<file path="src/design/jcs_pkg.sv">
// shared types, constants and helpers of the joint constraint solver
package jcs_pkg;

    localparam int unsigned NumAx     = 3;
    localparam int unsigned FieldW    = 32;
    localparam int unsigned InW       = 12 * FieldW;
    localparam int unsigned OutW      = 9 * FieldW;
    localparam int unsigned SqrtSteps = 32;
    localparam int unsigned DivSteps  = 17;
    localparam int unsigned FifoDepth = 4;
    localparam int unsigned FifoAw    = 2;

    localparam logic [31:0] STIFF_RESET = 32'd6553600;
    localparam logic [31:0] DAMP_RESET  = 32'd655360;
    localparam logic [63:0] THRESH_SQ   = 64'd4294;

    typedef enum logic [1:0] {
        KIND_FIXED  = 2'd0,
        KIND_SPRING = 2'd1,
        KIND_BALL   = 2'd2,
        KIND_NONE   = 2'd3
    } t_kind;

    typedef enum logic [2:0] {
        REG_KIND  = 3'd0,
        REG_OFF_X = 3'd1,
        REG_OFF_Y = 3'd2,
        REG_OFF_Z = 3'd3,
        REG_STIFF = 3'd4,
        REG_DAMP  = 3'd5,
        REG_REST  = 3'd6
    } t_reg_idx;

    typedef struct packed {
        t_kind            kind;
        logic [2:0][31:0] off;
        logic [31:0]      stiff;
        logic [31:0]      damp;
        logic [31:0]      rest;
    } t_cfg;

    // item as classified by the front end
    typedef struct packed {
        logic [2:0][31:0] pa;
        logic [2:0][31:0] pb;
        logic [2:0][34:0] d;
        logic [2:0][31:0] ds;
        logic [2:0][32:0] dv;
        logic             dsat;
        logic [2:0][63:0] sq;
    } t_entry;

    // payload carried down the back-end pipeline
    typedef struct packed {
        logic [2:0][31:0] na;
        logic [2:0][31:0] nb;
        logic [2:0][31:0] ds;
        logic [2:0][32:0] dv;
        logic             spring;
        logic             bsat;
    } t_carry;

    // {clamped, value}
    function automatic logic [32:0] sat32(input logic signed [63:0] v);
        logic [32:0] r;
        if (v > 64'sd2147483647) begin
            r = {1'b1, 32'h7fff_ffff};
        end else if (v < -64'sd2147483648) begin
            r = {1'b1, 32'h8000_0000};
        end else begin
            r = {1'b0, v[31:0]};
        end
        return r;
    endfunction

endpackage

</file>
<file path="src/design/jcs_fifo.sv">
// short queue between front end and back end
module jcs_fifo (
    input  logic            i_clk,
    input  logic            i_rst_n,
    input  logic            i_push,
    input  jcs_pkg::t_entry i_data,
    output logic            o_full,
    input  logic            i_pop,
    output jcs_pkg::t_entry o_data,
    output logic            o_empty
);
    import jcs_pkg::*;

    localparam logic [FifoAw:0] CntFull = (FifoAw+1)'(FifoDepth);

    t_entry            r_mem [FifoDepth];
    logic [FifoAw-1:0] r_wp, r_rp;
    logic [FifoAw:0]   r_cnt;

    assign o_full  = (r_cnt == CntFull);
    assign o_empty = (r_cnt == '0);
    assign o_data  = r_mem[r_rp];

    always_ff @(posedge i_clk) begin
        if (!i_rst_n) begin
            r_wp  <= '0;
            r_rp  <= '0;
            r_cnt <= '0;
        end else begin
            if (i_push) begin
                r_wp <= r_wp + 1'b1;
            end
            if (i_pop) begin
                r_rp <= r_rp + 1'b1;
            end
            if (i_push && !i_pop) begin
                r_cnt <= r_cnt + 1'b1;
            end else if (i_pop && !i_push) begin
                r_cnt <= r_cnt - 1'b1;
            end
        end
    end

    always_ff @(posedge i_clk) begin
        if (i_push) begin
            r_mem[r_wp] <= i_data;
        end
    end

endmodule

</file>
<file path="config.mk">
export PLATFORM = sky130hd
export DESIGN_NAME = jcs_fifo
export DESIGN_NICKNAME = d
export VERILOG_FILES = /design/src/design/jcs_pkg.sv /design/src/design/jcs_fifo.sv
export SDC_FILE = /design/constraint.sdc
export NUM_CORES = 2
export LEC_CHECK = 0
export BUFFER_PORTS_ARGS = -buffer_cell sky130_fd_sc_hd__buf_2
export CAP_MARGIN = 40
export CORE_AREA = 2 2 531 533
export DETAILED_ROUTE_END_ITERATION = 16
export DIE_AREA = 0 0 533 535
export SKIP_LAST_GASP = 1
export SYNTH_ARGS = -nofsm -noshare
export SYNTH_HDL_FRONTEND = slang
export SYNTH_SLANG_ARGS = --single-unit
</file>
<file path="constraint.sdc">
create_clock -name i_clk -period 15.8 [get_ports i_clk]
set_clock_uncertainty 0.1 [all_clocks]
set_input_delay 0.79 -clock i_clk [delete_from_list [all_inputs] [get_ports i_clk]]
set_output_delay 0.79 -clock i_clk [all_outputs]
set_load 0.05 [all_outputs]
</file>
==> results.md <==
- Critical path capture point type: primary output
- GRT Max-Usage Layer: met2
- Synthesized area: 99360 sq um
- Final hold vios: 0
- Core area: 278900 sq um
- Die X: 533 um
- Status: finished clean
- I/O Buffers: 1375
- Critical path type: flip-flop to primary output
- Slew Viols, Final: 0
- Setup TNS: 0 ns
- Post-synthesis sequential area ratio: between 80 and 90%
- Synth warn: 0
- Post-synth ARST share: 0%
- Clk buf depth: 4
- Crit path largest cell delay: about 0.80 ns
- Avg WL per Cell: 25.35 um
- Pre-antenna DRT Iters: 5
- Hpwl dp: 165000 um
- Slowest cell on crit path: buf_4
- Pwr dens: 139.9 nW/um^2
- VDD IR-drop max: 0.0001196 V
- Number of synthesized flops with an enable pin: 2740
- Post-synthesis to final-layout area growth: 28.12%
- Layout cells sized above 1: 41.79%
- Setup crit start kind: flip-flop
- WP data required: 14.91 ns
- Grt ovf: 0
- GR Layer Usage met1: about a fifth
- DRT iter0 DRCs: 4030
- Synth Flop Type: edfxtp_1
- GR Util met3: 6.833%
- Top delay family on crit path: buffers and inverters
- Static leakage: 42.54 nW
- Grt met2 use: 27.57%
- Final min period: 6.466 ns
- RSZ-0062 raised after global routing: false
- Clock net sink count: between 2k and 3k
- Initial antenna violation count: 93
- Row count: 194
- Yosys reg bits: 2749
- TritonCTS clock tree: yes
- Final setup fails: 0
- Die area: 285200 sq um
- Syn Nets: about 4.3k
- Non-Filler Instances: 9912
- CTS Buf Count: slightly below 300
- Hold crit path type: input pin to flip-flop
- Cell Chain, Critical Path: buf_4 -> buf_12 -> buf_4 -> buf_4 -> mux4_2 -> buf_2
- Post-Route WL: 251200 um
- Starting density of the core: 35.62%
- Vias in the first global route: between 50k and 60k
- Post_cts resized: 0
- Detail Route Antenna Nets: 0
- Netlist cell types: 21
- CP arrival: 5.58 ns
- Largest net degree at the start of global routing: 134
- Final cycle utilization of the critical path: about two fifths
- Post-Synthesis Cells: 3620
- Via count: 48.61k
- Dpl cells: about 8.6k
- Final GP Congestion: 0.8275
- Slew Limit Headroom: 31.97%
- First-pass GRT wire length: around 360000 um
- DR vias/cell: 4.904
- CP max FO: 132
- Die Height: 535 um
- Clock transition at path regs: about 0.060 ns
- Overall routing resource usage: ~17%
- Root buf cell: clkbuf_16
- Nets: 6584
- Worst-skew pair later-pin latency: 0.81 ns
- Util after Layout: 45.64%
- Ports: ~1.4k
- Peak Freq: 154.6 MHz
- DRC Markers: 0
- Max-cap violation count: 0
- Most frequent CP cell: buf_4
- Avg Cell Area, Syn: 27.45 sq um
- Htree depth: 5
- CP Buf/Inv Count: 5
- Slew @ Worst Pin: 1.020 ns
## synthesized netlist by cell type (2+ instances only)
| master | instances | share of area [%] |
|---|---|---|
| edfxtp_1 | 2740 | 83 |
| mux4_2 | 685 | 16 |
| buf_6 | 73 | 0.83 |
| buf_2 | 70 | 0.35 |
| and2_1 | 9 | 0.057 |
| dfxtp_1 | 9 | 0.18 |
| clkbuf_1 | 6 | 0.023 |
| ha_1 | 5 | 0.063 |
| inv_1 | 4 | 0.015 |
| buf_1 | 3 | 0.011 |
| xor2_1 | 3 | 0.026 |
| mux2i_1 | 2 | 0.020 |
| nor2b_1 | 2 | 0.013 |
| xnor2_1 | 2 | 0.018 |
## final cells by class
cell class / instances / area [sq um]
fillers: 23240 / 151600
flip-flops and latches: 2749 / 82470
multi-input cells: 715 / 15690
repair buffers: 2128 / 14870
clock buffers: 349 / 7564
well taps: 3724 / 4659
clock inverters: 173 / 1861
diodes: 70 / 175.2
inverters: 4 / 15.01
## where the power goes
group | switching [mW] | internal, mW | leakage (nW)
combinational | 1.84 | 0.791 | 12.7
clock | 2.82 | 3.90 | 4.58
sequential | 0.0740 | 8.39 | 25.2
## per-layer routing
layer,up-vias,wire (um)
met1,25580,95230
li1,20550,-
met5,-,298
met2,1983,121300
met4,48,7955
met3,461,26470
## sequential cells by signal, indices dropped and copies added, names as in the netlist, named ones only
register / count
r_mem: 2740
r_cnt: 3
r_rp: 2
r_wp: 2
## logic make-up (layout without fill, tap and decap cells)
kind of cell	count (synthesis)	after routing	share of synthesized area, %
flops	2749	2749	82.99
mux	687	687	15.55
buf+inv	156	2654	1.229
simple gates	15	15	0.09192
fa+ha+maj	6	6	0.08311
xor+xnor	5	5	0.04408
compound gates	2	2	0.01259
other cells	0	70	0
## cell usage in the layout, fill, tap and decap left out, types with 2 or more instances in the layout
cell	n
inv_1	4
mux2i_1	2
edfxtp_1	2740
xnor2_1	2
inv_16	6
dfxtp_1	7
buf_2	1375
diode_2	70
clkinv_16	6
clkbuf_16	294
clkinvlp_4	10
clkinv_1	56
buf_12	20
clkbuf_1	55
ha_1	5
clkinv_8	8
dfxtp_4	2
buf_4	40
and2_1	5
buf_16	20
bufinv_16	27
inv_6	8
mux4_2	685
nor2b_1	2
clkinv_2	51
and2_4	4
xor2_1	3
dlygate4sd3_1	673
## worst register-to-register path: cells and delay by family, from the launching register on
family        cells  cell delay, ns
buf+inv           4            3.10
simple gates      1            0.61
fa+ha+maj         1            0.16
flops             1            0.38
## metrics by stage
step / hold WS [ns] / total power, mW / worst slack (ns) / area [sq um]
after floorplan: 0.3724 / 10.51 / -1.576 / 99360
after global placement: 0.3895 / 11.06 / 10.05 / 110400
after detailed placement: 0.4164 / 11.11 / 10.10 / 111000
after CTS: 0.004152 / 18.00 / 9.148 / 127100
after global routing: 0.03108 / 18.37 / 9.059 / 127200
final: 0.1005 / 17.81 / 9.334 / 127300
## path summary, 6_finish.rpt
check	slack [ns]	endpoint	cells after the start	from
worst min-delay path	0.10	r_mem[1][61]	1	i_data[61]
worst min register to register	0.42	r_cnt[2]	2	r_cnt[2]
worst max-delay path	9.33	o_data[683]	6	flip-flop
worst max register to register	11.06	r_mem[3][75]	6	r_wp[0]
## what timing repair did
item,4_1_cts,5_1_grt
hold endpoints to repair,2677,0
setup buffers,0,0
hold buffers,673,0
Power figures use the tool's default switching activity.
